## config.mk

```make
export PLATFORM = sky130hd
export DESIGN_NAME = base64_stream_encoder_top
export DESIGN_NICKNAME = d
export VERILOG_FILES = /design/src/rtl/core/b64e_pkg.sv /design/src/rtl/core/b64e_front.sv /design/src/rtl/core/b64e_queue.sv /design/src/rtl/core/b64e_back.sv /design/src/rtl/core/base64_stream_encoder_top.sv
export SDC_FILE = /design/constraint.sdc
export NUM_CORES = 1
export LEC_CHECK = 0
export BUFFER_PORTS_ARGS = -buffer_cell sky130_fd_sc_hd__buf_2
export CAP_MARGIN = 15
export CORE_MARGIN = 1.5
export CORE_UTILIZATION = 35
export CTS_CLUSTER_SIZE = 24
export DETAILED_ROUTE_END_ITERATION = 6
export PLACE_DENSITY_LB_ADDON = 0.05
export REMOVE_ABC_BUFFERS = 1
export SETUP_SLACK_MARGIN = 0.5
export SYNTH_ARGS = -nofsm -noshare
export SYNTH_HDL_FRONTEND = slang
export SYNTH_SLANG_ARGS = --single-unit
```

## constraint.sdc

```tcl
create_clock -name clk -period 4 [get_ports clk]
set_input_delay 0.2 -clock clk [delete_from_list [all_inputs] [get_ports clk]]
set_output_delay 0.2 -clock clk [all_outputs]
set_load 0.05 [all_outputs]
```

## src/rtl/core/b64e_pkg.sv

```systemverilog
// Shared types, constants and the alphabet lookup for the Base64 stream encoder.
// No dependencies; used by every module under rtl/core.
package b64e_pkg;

  localparam int unsigned BYTE_W       = 8;
  localparam int unsigned CHAR_W       = 7;
  localparam int unsigned SEXTET_W     = 6;
  localparam int unsigned LEFT_W       = 4;
  localparam int unsigned SLOTS        = 4;
  localparam int unsigned SLOT_IDX_W   = 2;
  localparam int unsigned QUEUE_DEPTH  = 2;

  localparam logic [CHAR_W-1:0] PAD_CHAR   = 7'h3D;
  localparam logic [CHAR_W-1:0] CHAR_UPPER = 7'h41;
  localparam logic [CHAR_W-1:0] CHAR_LOWER = 7'h61;
  localparam logic [CHAR_W-1:0] CHAR_DIGIT = 7'h30;
  localparam logic [CHAR_W-1:0] CHAR_PLUS  = 7'h2B;
  localparam logic [CHAR_W-1:0] CHAR_SLASH = 7'h2F;

  // One queue entry: all characters one input byte produces, in emit order.
  typedef struct packed {
    logic [SLOTS-1:0][CHAR_W-1:0] chars;
    logic [SLOT_IDX_W-1:0]        last_idx;
    logic                         msg_last;
  } entry_t;

  function automatic logic [CHAR_W-1:0] sextet_to_char(input logic [SEXTET_W-1:0] s);
    logic [CHAR_W-1:0] code;
    logic [CHAR_W-1:0] s_ext;
    s_ext = {1'b0, s};
    if (s < 6'd26) begin
      code = CHAR_UPPER + s_ext;
    end else if (s < 6'd52) begin
      code = CHAR_LOWER + s_ext - 7'd26;
    end else if (s < 6'd62) begin
      code = CHAR_DIGIT + s_ext - 7'd52;
    end else if (s == 6'd62) begin
      code = CHAR_PLUS;
    end else begin
      code = CHAR_SLASH;
    end
    return code;
  endfunction

endpackage

```

## src/rtl/core/b64e_front.sv

```systemverilog
// Front end: accepts bytes, regroups them into sextets, adds flush and padding.
// Depends on b64e_pkg; writes one b64e_pkg::entry_t per accepted byte.
module b64e_front (
  input  logic                           clk,
  input  logic                           rst_n,
  input  logic                           accept,
  input  logic [b64e_pkg::BYTE_W-1:0]    data_byte,
  input  logic                           last_byte,
  output b64e_pkg::entry_t               entry
);

  typedef enum logic [1:0] {
    CNT0 = 2'd0,
    CNT2 = 2'd1,
    CNT4 = 2'd2
  } left_cnt_t;

  left_cnt_t                         cnt_r, cnt_nxt;
  logic [b64e_pkg::LEFT_W-1:0]       left_r, left_nxt;
  logic [1:0]                        mod_r, mod_nxt;
  logic [b64e_pkg::SEXTET_W-1:0]     s0, s1;
  logic [1:0]                        nchar;
  logic [1:0]                        mod_sum;
  logic [1:0]                        pads;
  logic [2:0]                        total;

  always_comb begin
    case (cnt_r)
      CNT2: begin
        s0       = {left_r[1:0], data_byte[7:4]};
        s1       = {data_byte[3:0], 2'b00};
        left_nxt = data_byte[3:0];
        cnt_nxt  = CNT4;
        nchar    = last_byte ? 2'd2 : 2'd1;
      end
      CNT4: begin
        s0       = {left_r, data_byte[7:6]};
        s1       = data_byte[5:0];
        left_nxt = '0;
        cnt_nxt  = CNT0;
        nchar    = 2'd2;
      end
      default: begin
        s0       = data_byte[7:2];
        s1       = {data_byte[1:0], 4'b0000};
        left_nxt = {2'b00, data_byte[1:0]};
        cnt_nxt  = CNT2;
        nchar    = last_byte ? 2'd2 : 2'd1;
      end
    endcase

    mod_sum = mod_r + nchar;
    // Padding brings the message length up to a multiple of four.
    pads    = last_byte ? (2'd0 - mod_sum) : 2'd0;
    total   = {1'b0, nchar} + {1'b0, pads};
    mod_nxt = last_byte ? 2'd0 : mod_sum;

    entry.chars[0] = b64e_pkg::sextet_to_char(s0);
    entry.chars[1] = (nchar == 2'd2) ? b64e_pkg::sextet_to_char(s1) : b64e_pkg::PAD_CHAR;
    entry.chars[2] = b64e_pkg::PAD_CHAR;
    entry.chars[3] = b64e_pkg::PAD_CHAR;
    entry.last_idx = 2'(total - 3'd1);
    entry.msg_last = last_byte;
  end

  always_ff @(posedge clk) begin
    if (!rst_n) begin
      cnt_r  <= CNT0;
      left_r <= '0;
      mod_r  <= '0;
    end else if (accept) begin
      cnt_r  <= last_byte ? CNT0 : cnt_nxt;
      left_r <= last_byte ? '0 : left_nxt;
      mod_r  <= mod_nxt;
    end
  end

endmodule

```

## src/rtl/core/b64e_queue.sv

```systemverilog
// Small register queue of character entries between the front and back ends.
// Depends on b64e_pkg for the entry type.
module b64e_queue #(
  parameter int unsigned DEPTH = b64e_pkg::QUEUE_DEPTH
) (
  input  logic             clk,
  input  logic             rst_n,
  input  logic             wr_en,
  input  b64e_pkg::entry_t wr_data,
  output logic             full,
  input  logic             rd_en,
  output b64e_pkg::entry_t rd_data,
  output logic             empty
);

  // DEPTH must be at least 2.
  localparam int unsigned PTR_W = $clog2(DEPTH);
  localparam int unsigned CNT_W = $clog2(DEPTH + 1);
  localparam logic [PTR_W-1:0] PTR_MAX = PTR_W'(DEPTH - 1);
  localparam logic [CNT_W-1:0] CNT_MAX = CNT_W'(DEPTH);

  b64e_pkg::entry_t  mem_r [DEPTH];
  logic [PTR_W-1:0]  wr_ptr_r, rd_ptr_r;
  logic [CNT_W-1:0]  count_r;

  assign full    = (count_r == CNT_MAX);
  assign empty   = (count_r == '0);
  assign rd_data = mem_r[rd_ptr_r];

  always_ff @(posedge clk) begin
    if (wr_en) begin
      mem_r[wr_ptr_r] <= wr_data;
    end
  end

  always_ff @(posedge clk) begin
    if (!rst_n) begin
      wr_ptr_r <= '0;
      rd_ptr_r <= '0;
      count_r  <= '0;
    end else begin
      if (wr_en) begin
        wr_ptr_r <= (wr_ptr_r == PTR_MAX) ? '0 : wr_ptr_r + 1'b1;
      end
      if (rd_en) begin
        rd_ptr_r <= (rd_ptr_r == PTR_MAX) ? '0 : rd_ptr_r + 1'b1;
      end
      if (wr_en && !rd_en) begin
        count_r <= count_r + 1'b1;
      end else if (rd_en && !wr_en) begin
        count_r <= count_r - 1'b1;
      end
    end
  end

endmodule

```

## src/rtl/core/b64e_back.sv

```systemverilog
// Back end: walks the head entry one character per cycle into the output register
// unless an unpopped character is held. Depends on b64e_pkg for entry type and width.
module b64e_back (
  input  logic                          clk,
  input  logic                          rst_n,
  input  b64e_pkg::entry_t              head,
  input  logic                          head_valid,
  output logic                          head_done,
  output logic                          empty,
  input  logic                          pop,
  output logic [b64e_pkg::CHAR_W-1:0]   out_char,
  output logic                          out_last_char
);

  logic [b64e_pkg::SLOT_IDX_W-1:0] idx_r;
  logic                            valid_r;
  logic [b64e_pkg::CHAR_W-1:0]     char_r;
  logic                            last_r;
  logic                            load;
  logic                            at_end;

  // With a head entry, the output reg refills in the same cycle its word is taken.
  assign load      = head_valid && (!valid_r || pop);
  assign at_end    = (idx_r == head.last_idx);
  assign head_done = load && at_end;

  assign empty         = !valid_r;
  assign out_char      = char_r;
  assign out_last_char = last_r;

  always_ff @(posedge clk) begin
    if (load) begin
      char_r <= head.chars[idx_r];
      last_r <= head.msg_last && at_end;
    end
  end

  always_ff @(posedge clk) begin
    if (!rst_n) begin
      idx_r   <= '0;
      valid_r <= 1'b0;
    end else begin
      if (load) begin
        idx_r   <= at_end ? '0 : idx_r + 1'b1;
        valid_r <= 1'b1;
      end else if (pop) begin
        valid_r <= 1'b0;
      end
    end
  end

endmodule

```

## src/rtl/core/base64_stream_encoder_top.sv

```systemverilog
// Base64 stream encoder (standard alphabet, '=' padding). A byte is accepted in
// any cycle in which full is low; it yields one or two characters, and a byte
// marked last adds the flush character and padding, up to four in all. The
// result side gives one character per cycle from an output register while pop
// is high, so the single-character result port sets the pace; a two-entry queue
// between the byte front end and the character back end lets either side stall,
// until the queue fills or drains, without stopping the other.
// Depends on b64e_pkg, b64e_front, b64e_queue and b64e_back.
module base64_stream_encoder_top #(
  parameter int unsigned QUEUE_DEPTH = b64e_pkg::QUEUE_DEPTH
) (
  input  logic                          clk,
  input  logic                          rst_n,
  input  logic                          push,
  output logic                          full,
  input  logic [b64e_pkg::BYTE_W-1:0]   in_data_byte,
  input  logic                          in_last_byte,
  output logic                          empty,
  input  logic                          pop,
  output logic [b64e_pkg::CHAR_W-1:0]   out_char,
  output logic                          out_last_char
);

  b64e_pkg::entry_t wr_entry;
  b64e_pkg::entry_t head;
  logic             q_empty;
  logic             head_done;
  logic             accept;

  assign accept = push && !full;

  b64e_front u_front (
    .clk       (clk),
    .rst_n     (rst_n),
    .accept    (accept),
    .data_byte (in_data_byte),
    .last_byte (in_last_byte),
    .entry     (wr_entry)
  );

  b64e_queue #(
    .DEPTH (QUEUE_DEPTH)
  ) u_queue (
    .clk     (clk),
    .rst_n   (rst_n),
    .wr_en   (accept),
    .wr_data (wr_entry),
    .full    (full),
    .rd_en   (head_done),
    .rd_data (head),
    .empty   (q_empty)
  );

  b64e_back u_back (
    .clk           (clk),
    .rst_n         (rst_n),
    .head          (head),
    .head_valid    (!q_empty),
    .head_done     (head_done),
    .empty         (empty),
    .pop           (pop),
    .out_char      (out_char),
    .out_last_char (out_last_char)
  );

endmodule

```

# Word-level counts from Yosys, hierarchy flattened
# Memory sizes are Yosys's and may differ from the RTL's. A register that Yosys moved wholly into a read port is not among the register bits.
# Cells that the tools add are included.
# W data, S select, Z words.
# totals
elab_cells	91
mem_bits_rw	34
output_inout_bits	10
mem_count	1
regBits	23
inputBits	13
# mem_list
name	words	width	rd	rd_ports_with_merged_regs	write_ports	line_no	text
u_queue.mem_r	2	17	1	1	1	b64e_queue.sv:22	b64e_pkg::entry_t mem_r [DEPTH];
# op_classes
muxes	32
magnitude_cmp	7
n_reduce_logical	15
n_addsub	19
eq_ne	7
# ops
op	n
$mux W7	8
$add A7 B6 Y7 const A	4
$lt A6 B6 Y1 const B	4
$pmux W6 S2	2
$mux W2	8
$add A6 B6 Y7 const A	2
$bmux W7 S2	1
$sub A7 B5 Y7 const B	2
$sub A7 B6 Y7 const B	2
$eq A6 B6 Y1 const B	2
$lt A6 B5 Y1 const B	2
$mux W1	8
$pmux W4 S2	1
$eq A2 B2 Y1 const B	3
$logic_and A1 B1 Y1	6
$mux W3	2
$logic_not A1 Y1	5
$add A2 B1 Y2 const B	2
$add A2 B2 Y2	2
$mux W4	1
$pmux W2 S2	1
$reduce_bool A2 Y1	2
$sub A2 B1 Y2 const B	2
$lt A2 B3 Y1 const B	1
other kinds (6)	7

# Longest topological paths before layout
# Gate-level depths: netlist (run 1).
# depth
ltp_word	8
mapped_depth	13
mapped_depth_nobuf	11

# Cells and area by module
# Synthesis (run 1) repeated with hierarchy kept, for this count alone.
# unflattened
hier_cells	386
area_unflattened_um2	4667.0
# modules_own_cells
mod	cells_per_inst	n_inst	area_per_inst_um2	seq_area_each_um2
b64e_queue	118	1	2444.8	1961.9
b64e_front	226	1	1591.5	160.2
b64e_back	40	1	613.1	300.3
base64_stream_encoder_top	2	1	17.5	0.0

# Worst setup path after synthesis (run 1)
# OpenSTA, ideal clock, no wires.
# synth_timing
path_type	flip-flop to flip-flop
start	register u_queue.count_r[1]
end	register u_queue.count_r[1]
required_ps	3924
arrival_time_ps	2680
path_buffers	2
stages_incl_launch_ff	9
setup_ps	76
path_slack_ps	1244
synth_period_minus_slack_ps	2756
path_cell_list	dfxtp_1 > nor2b_1 > nand2b_1 > clkbuf_1 > clkbuf_1 > inv_1 > ha_1 > or3_1 > a21boi_0
# synth_between
elab_cells_between_ends	16
cone_classes	2 x add/sub; 1 x eq/ne; 2 x mux; 11 x reduce/logical
# synth_rtl
element	line_no	text
from (decl)	b64e_queue.sv:24	logic [CNT_W-1:0] count_r;
from (signal assigned)	b64e_queue.sv:49	count_r <= count_r + 1'b1;
from (signal assigned)	b64e_queue.sv:51	count_r <= count_r - 1'b1;
$eq A2 B2 Y1 (*)	b64e_queue.sv:26	assign full = (count_r == CNT_MAX);
via full	base64_stream_encoder_top.sv:15	output logic full,
$logic_not A1 Y1 (*)	base64_stream_encoder_top.sv:30	assign accept = push && !full;
$logic_and A1 B1 Y1 (*)	base64_stream_encoder_top.sv:30	
via accept	base64_stream_encoder_top.sv:28	logic accept;
$logic_not A1 Y1	b64e_queue.sv:50	end else if (rd_en && !wr_en) begin
$logic_and A1 B1 Y1	b64e_queue.sv:50	
$reduce_bool A2 Y1 (no source line)	-	
# Mark *: on every way through the listed nets, which the timed path passes. The rest lies on a longest branch. The select of a mux whose other input is x is not followed.
# A chain may end at the register's enable or synchronous reset.

==> out/metrics.yaml, run 1 <==
fillCellCount: 951
routed-via-count: 2305
die_w_um: 101
power_density_nw_per_um2: 594
seq_area_um2: 1580
grt_pass1_wl_mm: 11.2
synthFlopType: "edfxtp_1"
clock_path_buffers: 2
dpl_cell_area_um2: 3580
syn_to_final_growth_pct: 11.0
start_util_pct: 36.4
wl_met3_um: 173
layout-drive-gt1-share_pct: 20.7
drt-pass1-iter-count: 4
max_cap_violations: 0
cts.sinks: 58
max_slew_margin_pct: 39.9
ctsHoldBuffers: 0
nets: 352
stdcell_area_um2: 3750
overflow: 0
wl_per_cell_um: 14.9
synth.yosys.warnings: 0
core_area_um2: 9280
ys_types: 66
synthCells: 304
critPathArrivalTime_ns: 3.22
die_y_um: 101
rsz0062_at_grt: "no"
dpl.cell_count: 441
io_pins: 23
layout.cells.non_filler: 457
multi_input_area_um2: 1630
grt_max_degree: 28
root_buffer: "clkbuf_8"
synth_seq_cells: 58
cts_buffers: 9
outcome: "completed"
post_cts_resized: 0
p_leak_nw: 1.35
holdWs_ns: 0.223
final.min_clock_period_ns: 3.06
tightest_slew_ns: 0.900
min_path_type: "primary input to flip-flop"
cts_tree: "built"
max-vdd-ir-drop_mv: 0.250
layout_commonest_cell: "edfxtp_1"
worst-setup-path-type: "flip-flop to flip-flop"
finalHoldViolCount: 0
first_iter_violations: 71
clk_pin_slew_ns: 0.07
drc: 0
row_count: 35
async_flop_share_pct: 0
cts_setup_buffers: 0
via_per_inst: 5.04
yosysSeqAreaShare_pct: 46.8
critPathLaunchType: "flip-flop"
place_hpwl_mm: 4.90
timing.final.max_slew_violations: 0
synth_area_per_cell_um2: 11.1
place.gp.congestion: 0.802
htree_levels: 3
track_usage_pct: 14.4
end_kind: "flip-flop"
synth_edf_count: 42
fmax_mhz: 327
finClkSkew_ns: 0.0123
antenna_found_initial: 0
cp_data_required_time_ns: 4.16
setup_viol: 0
top_layer_used: "met4"
insertedDiodeCount: 0
regToRegSetupSlack_ns: 0.94
tns_ns: 0
dieArea_um2: 10200
cp_max_fo: 16
wl_met1_mm: 3.52
finalCritPeriodShare_pct: 76.4
wl_met2_mm: 3.08
layout_common_cells: "42 x edfxtp_1, 22 x buf_2, 19 x nor2_1, 18 x inv_1"
clock_latency_ns: 0.33
wl_mm: 6.82
synth_area_um2: 3380
ant_nets: 0
io_buffers: 22
grt_pass1_vias: 2181
[per-layer routing]
| layer | track usage [%] | vias to the layer above |
|---|---|---|
| met5 | 0 | - |
| met3 | 3.73 | 4 |
| met2 | 22.4 | 32 |
| met1 | 20.1 | 1099 |
| li1 | - | 1170 |
| met4 | 3.85 | 0 |
[stage by stage]
step                utilization, %  total power, mW  setup WS (ns)
floorplan                        -             1.58           1.28
detailed placement            38.5             1.79          0.779
finish                        40.4             2.23          0.943
CTS                           40.4             2.26          0.732
global route                  40.4             2.38          0.590
global placement              38.5             1.80          0.881
[power breakdown]
part | total, mW | switching [mW] | internal (mW)
combinational | 0.843 | 0.522 | 0.321
clock | 0.463 | 0.241 | 0.222
sequential | 0.920 | 0.0875 | 0.833
[final cells by class]
| class | instances | area share (%) |
|---|---|---|
| Multi-Input combinational cell | 210 | 43.6 |
| Sequential cell | 58 | 42.2 |
| Tap cell | 129 | 4.30 |
| Timing Repair Buffer | 25 | 3.54 |
| Clock buffer | 9 | 3.30 |
| Inverter | 19 | 1.90 |
| Clock inverter | 7 | 1.20 |
[flip-flops by register name (all words and copies together), names as in the netlist, 2 cells and up, named ones only]
name,count
u_queue.mem_r,34
u_back.out_char,7
u_front.left_r,4
u_back.idx_r,2
u_front.cnt_r,2
u_front.mod_r,2
u_queue.count_r,2
[critical path, stage by stage (launching register included)]
cell and delay (ns):
dfxtp_1 0.33, inv_1 0.06, ha_1 0.49, a22oi_1 0.23, nor2_1 0.31, ha_1 0.28, a31oi_1 0.09, o32ai_2 0.43
o31ai_2 0.17, mux2_2 0.29, a21oi_1 0.20
[worst paths after layout]
kind                                       start                   end  depth (start not counted)
worst max-delay path            u_front.cnt_r[1]  u_queue.mem_r[0][11]                         10
worst min-delay path             in_data_byte[0]     u_front.left_r[0]                          3
worst max register to register  u_front.cnt_r[1]  u_queue.mem_r[0][11]                         10
worst min register to register  u_front.mod_r[1]      u_front.mod_r[1]                          2
[cells in the mapped netlist, types with 4 or more instances]
| library cell | count | area (um^2) |
|---|---|---|
| edfxtp_1 | 42 | 1260 |
| nor2b_1 | 16 | 100 |
| xnor2_1 | 8 | 70.1 |
| a21oi_1 | 11 | 55.1 |
| nor2_1 | 20 | 75.1 |
| a22oi_1 | 9 | 67.6 |
| nand2_1 | 9 | 33.8 |
| mux2i_1 | 8 | 80.1 |
| ha_1 | 16 | 200 |
| buf_2 | 7 | 35.0 |
| and2_1 | 6 | 37.5 |
| or2_2 | 5 | 31.3 |
| clkbuf_1 | 4 | 15.0 |
| o21ai_0 | 12 | 60.1 |
| dfxtp_1 | 16 | 320 |
| mux4_2 | 7 | 158 |
| nand2b_1 | 4 | 25.0 |
| xor2_1 | 6 | 52.6 |
| a31oi_1 | 4 | 25.0 |
| and3_1 | 5 | 31.3 |
| inv_1 | 18 | 67.6 |
[cells by family (layout without fill, tap and decap cells)]
kind of cell | count (synthesis) | in the layout | share of synthesized area, %
XOR/XNOR | 14 | 14 | 3.63
AND/OR/NAND/NOR | 85 | 85 | 14.2
adder cells (fa/ha/maj) | 16 | 16 | 5.93
AO/OA/AOI/OAI | 79 | 79 | 17.1
buffers and inverters | 36 | 60 | 4.93
flip-flops | 58 | 58 | 46.8
multiplexers | 16 | 16 | 7.37
No activity file was read; power rests on OpenSTA's default activity.
==> run 2: changes to the inputs <==
==> constraint.sdc (replaced) <==
create_clock -name clk -period 2.6 [get_ports clk]
set_input_delay 0.13 -clock clk [delete_from_list [all_inputs] [get_ports clk]]
set_output_delay 0.13 -clock clk [all_outputs]
set_load 0.05 [all_outputs]
==> run 2 against run 1 <==
Effect of this change:
- count of clock-buffer cells in the layout did not move
- wire length rose by 22%
- global-route usage rose by 2.3 points
- largest cell class unchanged
- fmax rose by 25%
- final cell count rose by 14%
- first-iteration DRC count rose by 59%
- clock power rose by 57%
- non-clock buffer count rose by 63
==> out/metrics.yaml, run 2 (synthesis gave the netlist of run 1 again) <==
htree_levels: 3
track_usage_pct: 16.8
die_y_um: 101
p_int_mw: 2.46
cts_buffers: 9
top_register: "u_queue.mem_r"
ctsHoldBuffers: 0
overflow: 0
layout-drive-gt1-share_pct: 52.4
row_count: 35
layout_common_cells: "51 x buf_4, 42 x edfxtp_1, 22 x buf_2, 15 x nor2_1, 14 x nor2b_1"
critPathArrivalTime_ns: 2.51
first_iter_violations: 113
grt_pass1_wl_mm: 13.0
regToRegSetupSlack_ns: 0.15
outcome: "completed"
end_kind: "flip-flop"
clock_path_buffers: 2
syn_to_final_growth_pct: 43.6
dpl_cell_area_um2: 3840
cp_data_required_time_ns: 2.65
holdWs_ns: 0.154
ant_nets: 0
cts.sinks: 58
cts_tree: "built"
io_pins: 23
cp_max_fo: 7
fin_ws_ns: 0.148
tns_ns: 0
rsz0062_at_grt: "yes"
min_path_type: "primary input to flip-flop"
die_w_um: 101
pre_cts_slack_ns: -0.0629
power_density_nw_per_um2: 823
clk_pin_slew_ns: 0.07
fmax_mhz: 408
endpoint: "u_queue.mem_r[1][12]"
critPathLaunchType: "flip-flop"
place.gp.congestion: 0.812
max-vdd-ir-drop_mv: 0.385
root_buffer: "clkbuf_8"
grt_max_degree: 18
core_area_um2: 9280
fillCellCount: 859
place_hpwl_mm: 5.39
nets: 415
drt-pass1-iter-count: 4
netSwitchingFraction_pct: 38.3
worst-setup-path-type: "flip-flop to flip-flop"
io_buffers: 22
rr_endpoint: "u_queue.mem_r[1][12]"
power_frac_comb_pct: 47.4
clock_latency_ns: 0.34
largest_reg_flops: 34
wl_per_cell_um: 16.0
timing.final.max_slew_violations: 0
max_cap_violations: 0
power.switching_mw: 1.53
startpoint: "u_front.cnt_r[0]"
finClkSkew_ns: 0.00901
grt_pass1_vias: 2548
p_clk_share_pct: 18.2
start_util_pct: 36.4
via_per_inst: 5.03
antenna_found_initial: 0
setup_viol: 0
layout_commonest_cell: "buf_4"
regToRegStartpoint: "u_front.cnt_r[0]"
wl_mm: 8.33
p_leak_nw: 1.77
tightest_slew_ns: 0.455
seqPwrFrac_pct: 34.4
routed-via-count: 2616
insertedDiodeCount: 0
finalCritPeriodShare_pct: 94.3
rr_worst_depth: 10
drc: 0
stdcell_area_um2: 4850
finalPower_mw: 3.99
max_slew_margin_pct: 69.6
finalHoldViolCount: 0
dieArea_um2: 10200
final.min_clock_period_ns: 2.45
run 2: cell count changes in the layout (fill, tap and decap cells not counted), sizes merged:
cell and change:
buf +62, clkbuf +1
run 2: critical path: stages, from the launching register on:
cell       delay, ns
dfxtp_4         0.38
inv_4           0.04
ha_4            0.26
buf_12          0.14
nor2_4          0.20
ha_4            0.18
a31oi_4         0.10
o32ai_4         0.37
buf_4           0.19
a2bb2oi_2       0.15
o221ai_2        0.15
run 2: how the worst min path moves through the flow:
stage                     cells past startpoint  slack, ns        startpoint                   to
after floorplan                               0       0.23      in_last_byte  u_queue.mem_r[0][0]
final                                         2       0.15             rst_n     u_queue.wr_ptr_r
after CTS                                     3       0.15   in_data_byte[3]    u_front.left_r[3]
after detailed placement                      3       0.50   in_data_byte[0]    u_front.left_r[0]
after global placement                        2       0.49  u_front.mod_r[1]     u_front.mod_r[1]
after global routing                          2       0.16             rst_n      u_back.idx_r[0]
run 2: area by class of cell:
type                    instances  area [um^2]  share of cell area, %
inverters                      19         73.8                   1.52
multi-input cells             210         2150                   44.2
clock inverters                 7         45.0                  0.929
flip-flops and latches         58         1590                   32.8
clock buffers                   9          124                   2.55
repair buffers                 88          709                   14.6
well taps                     129          161                   3.33
run 2: timing repair:
| action | CTS | global route |
|---|---|---|
| gates resized for setup | 58 | 65 |
| endpoints found under the hold margin | 0 | 0 |
| setup buffers | 14 | 13 |
| pin swaps | 13 | 30 |
| cloned | 1 | 1 |
| setup endpoints to repair | 31 | 30 |
run 2: metal layers:
layer  GRT usage, %  part of all wire, %  vias to the layer above
li1               -                    -                     1295
met1           22.3                   49                     1273
met2           27.3                   47                       38
met3           3.73                  2.8                       10
met4           5.45                  1.2                        0
met5              0                    0                        -
run 2: power by group through the flow:
stage / logic, mW / registers (mW) / clock network (mW)
after floorplan: 0.787 / 1.64 / 0
after global placement: 1.49 / 1.38 / 0
after detailed placement: 1.50 / 1.39 / 0
after CTS: 1.68 / 1.37 / 0.751
after global routing: 2.05 / 1.40 / 0.790
final: 1.89 / 1.38 / 0.725
run 2: per-stage QoR:
stage	instances	utilization (%)
2_1_floorplan	287	-
5_1_grt	520	52.2
6_report	520	52.2
3_5_place_dp	475	41.4
4_1_cts	506	47.7
3_3_place_gp	475	41.4
==> run 3: changes to the inputs <==
--- a/config.mk
+++ b/config.mk
@@ -5,6 +5,7 @@
 export SDC_FILE = /design/constraint.sdc
 export NUM_CORES = 1
 export LEC_CHECK = 0
+export ABC_AREA = 0
 export BUFFER_PORTS_ARGS = -buffer_cell sky130_fd_sc_hd__buf_2
 export CAP_MARGIN = 15
 export CORE_MARGIN = 1.5
@@ -16,4 +17,5 @@
 export SETUP_SLACK_MARGIN = 0.5
 export SYNTH_ARGS = -nofsm -noshare
 export SYNTH_HDL_FRONTEND = slang
+export SYNTH_HIERARCHICAL = 1
 export SYNTH_SLANG_ARGS = --single-unit
==> run 3 against run 2 <==
Effect of this change:
- largest cell class unchanged
- first-iteration DRC count is 48% higher
- worst setup slack better by 0.11 ns
- flip-flop and latch count is 28 higher
- worst hold slack worse by 0.0088 ns
- sequential share of layout area is 5.9 points higher
- clock power is 78% higher
- utilization is 4.5 points lower
==> out/metrics.yaml, run 3 <==
end_kind: "flip-flop"
tns_ns: 0
io_buffers: 22
layout_common_cells: "70 x edfxtp_1, 55 x buf_4, 30 x mux2_2, 23 x buf_2"
rsz0062_at_grt: "yes"
holdWs_ns: 0.145
synthAdderAreaFrac_pct: 3.75
die_y_um: 118
cts.sinks: 86
top_register: "u_queue/mem_r"
routed-via-count: 3243
cts_tree: "built"
cp_max_fo: 7
worstHoldStart: "pop"
io_pins: 23
dieArea_um2: 14000
overflow: 0
first_iter_violations: 167
min_path_type: "primary input to flip-flop"
fmax_mhz: 426
synth.area.mux_share_pct: 11.9
wl_mm: 10.3
async_flop_share_pct: 0
grt_max_degree: 33
cp_data_required_time_ns: 2.75
synth_top_cell_by_area: "edfxtp_1"
layout_commonest_cell: "edfxtp_1"
row_count: 42
place.gp.congestion: 0.862
yosysMostFrequentCell: "edfxtp_1"
fin_ws_ns: 0.253
antenna_found_initial: 0
ant_nets: 0
finalCritPeriodShare_pct: 90.3
root_buffer: "clkbuf_16"
worst-setup-path-type: "flip-flop to flip-flop"
synth_area_per_cell_um2: 12.1
rr_endpoint: "u_queue/mem_r[1][5]"
min_to: "u_back/valid_r"
wl_per_cell_um: 15.7
max_cap_violations: 0
ys_types: 56
p_leak_nw: 2.35
grt_pass1_vias: 3256
final.min_clock_period_ns: 2.35
die_w_um: 118
synth_top_area_share_pct: 45.0
pre_cts_slack_ns: -0.162
cts_buffers: 9
synth_top_family_by_area: "compound AO/OA/AOI/OAI gates"
htree_levels: 3
insertedDiodeCount: 0
regToRegSetupSlack_ns: 0.25
synth.yosys.warnings: 6
dpl.cell_count: 614
layout-drive-gt1-share_pct: 48.0
synth_seq_cells: 86
syn_to_final_growth_pct: 34.3
place_hpwl_mm: 6.71
outcome: "completed"
finClkSkew_ns: 0.00867
synthFlopType: "edfxtp_1"
clock_path_buffers: 2
yosysSeqAreaShare_pct: 51.9
timing.final.max_slew_violations: 0
synth_edf_count: 70
dpl_cell_area_um2: 5220
core_area_um2: 13100
worstHoldPathCells: 3
regToRegStartpoint: "u_front/cnt_r[0]"
clock_latency_ns: 0.34
critPathArrivalTime_ns: 2.50
finalHoldViolCount: 0
grt_pass1_wl_mm: 16.8
layout.cells.non_filler: 655
synth_compound_area_share_pct: 12.4
critPathLaunchType: "flip-flop"
synth-simple-area-share_pct: 10.9
stdcell_area_um2: 6270
largest_reg_flops: 62
max-vdd-ir-drop_mv: 0.300
synth-xor-area-share_pct: 2.82
drc: 0
start_util_pct: 35.5
setup_viol: 0
yosys-top-cells-area: "edfxtp_1 45%, mux2_2 7.7%, dfxtp_1 6.9%"
synth_area_um2: 4670
synthCells: 386
rr_worst_depth: 11
nets: 501
drt-pass1-iter-count: 4
post_synth_most_frequent_cells: "70 x edfxtp_1, 32 x mux2_2, 23 x inv_1, 20 x nand2_1"
power_density_nw_per_um2: 861
clk_pin_slew_ns: 0.06
via_per_inst: 4.95
track_usage_pct: 15.6
-- run 3: changes by cell type after synthesis, sizes merged, moves of 5 or more --
cell	before	now
mux2	1	32
mux2i	8	3
nand2	9	20
or2	8	1
edfxtp	42	70
buf	13	28
-- run 3: metrics by stage --
| stage | util (%) | power [mW] |
|---|---|---|
| after floorplan | - | 3.22 |
| after global placement | 39.7 | 3.80 |
| after detailed placement | 39.7 | 3.81 |
| after CTS | 46.4 | 5.36 |
| after global routing | 47.7 | 5.70 |
| final | 47.7 | 5.40 |
-- run 3: cells by family after synthesis --
| logic type | count (synthesis) |
|---|---|
| mux | 42 |
| flops | 86 |
| buf+inv | 53 |
| other cells | 2 |
| compound gates | 80 |
| simple gates | 94 |
| fa+ha+maj | 14 |
| xor+xnor | 15 |
-- run 3: worst max path at each step --
stage / slack (ns) / endpoint / startpoint
6_report: 0.25 / u_queue/mem_r[1][5] / u_front/cnt_r[0]
5_1_grt: 0.16 / u_queue/mem_r[0][4] / u_front/cnt_r[0]
4_1_cts: 0.31 / u_queue/mem_r[1][15] / u_front/cnt_r[0]
3_5_place_dp: -0.16 / u_queue/mem_r[1][14] / u_front/cnt_r[0]
3_3_place_gp: -0.11 / u_queue/mem_r[1][14] / u_front/cnt_r[0]
2_1_floorplan: -0.30 / u_queue/mem_r[0][0] / u_queue/count_r[0]
-- run 3: report_power, final --
part	switching, mW	internal [mW]
registers	0.0819	1.84
logic	1.21	0.968
clock network	0.540	0.754
total	1.83	3.57
-- run 3: cell type report --
type | instances | area, um^2
inverter | 23 | 86.3
sequential | 86 | 2430
timing repair buffer | 95 | 739
multi-input combinational | 259 | 2490
tap | 176 | 220
fill | 1216 | 6870
clock buffer | 9 | 225
clock inverter | 7 | 77.6
-- run 3: metal layers --
layer  GRT usage, %  routed length, um
met3           3.19                260
met5              0                  0
met2           26.9               5050
met1           19.1               4780
met4           6.25                196
-- run 3: timing repair --
action	CTS	global route
pin swaps	38	19
setup endpoints to repair	30	29
hold buffers	0	0
gates resized for setup	99	23
cloned	1	0
buffers inserted	14	10
-- run 3: worst max-delay path: stages, from the launching register on --
cell,delay [ns]
dfxtp_2,0.34
inv_2,0.05
ha_4,0.17
buf_6,0.12
a22oi_2,0.23
o21ai_4,0.11
ha_4,0.19
a31oi_4,0.15
o21ai_2,0.11
a21oi_4,0.29
nor3_2,0.10
o32ai_2,0.29
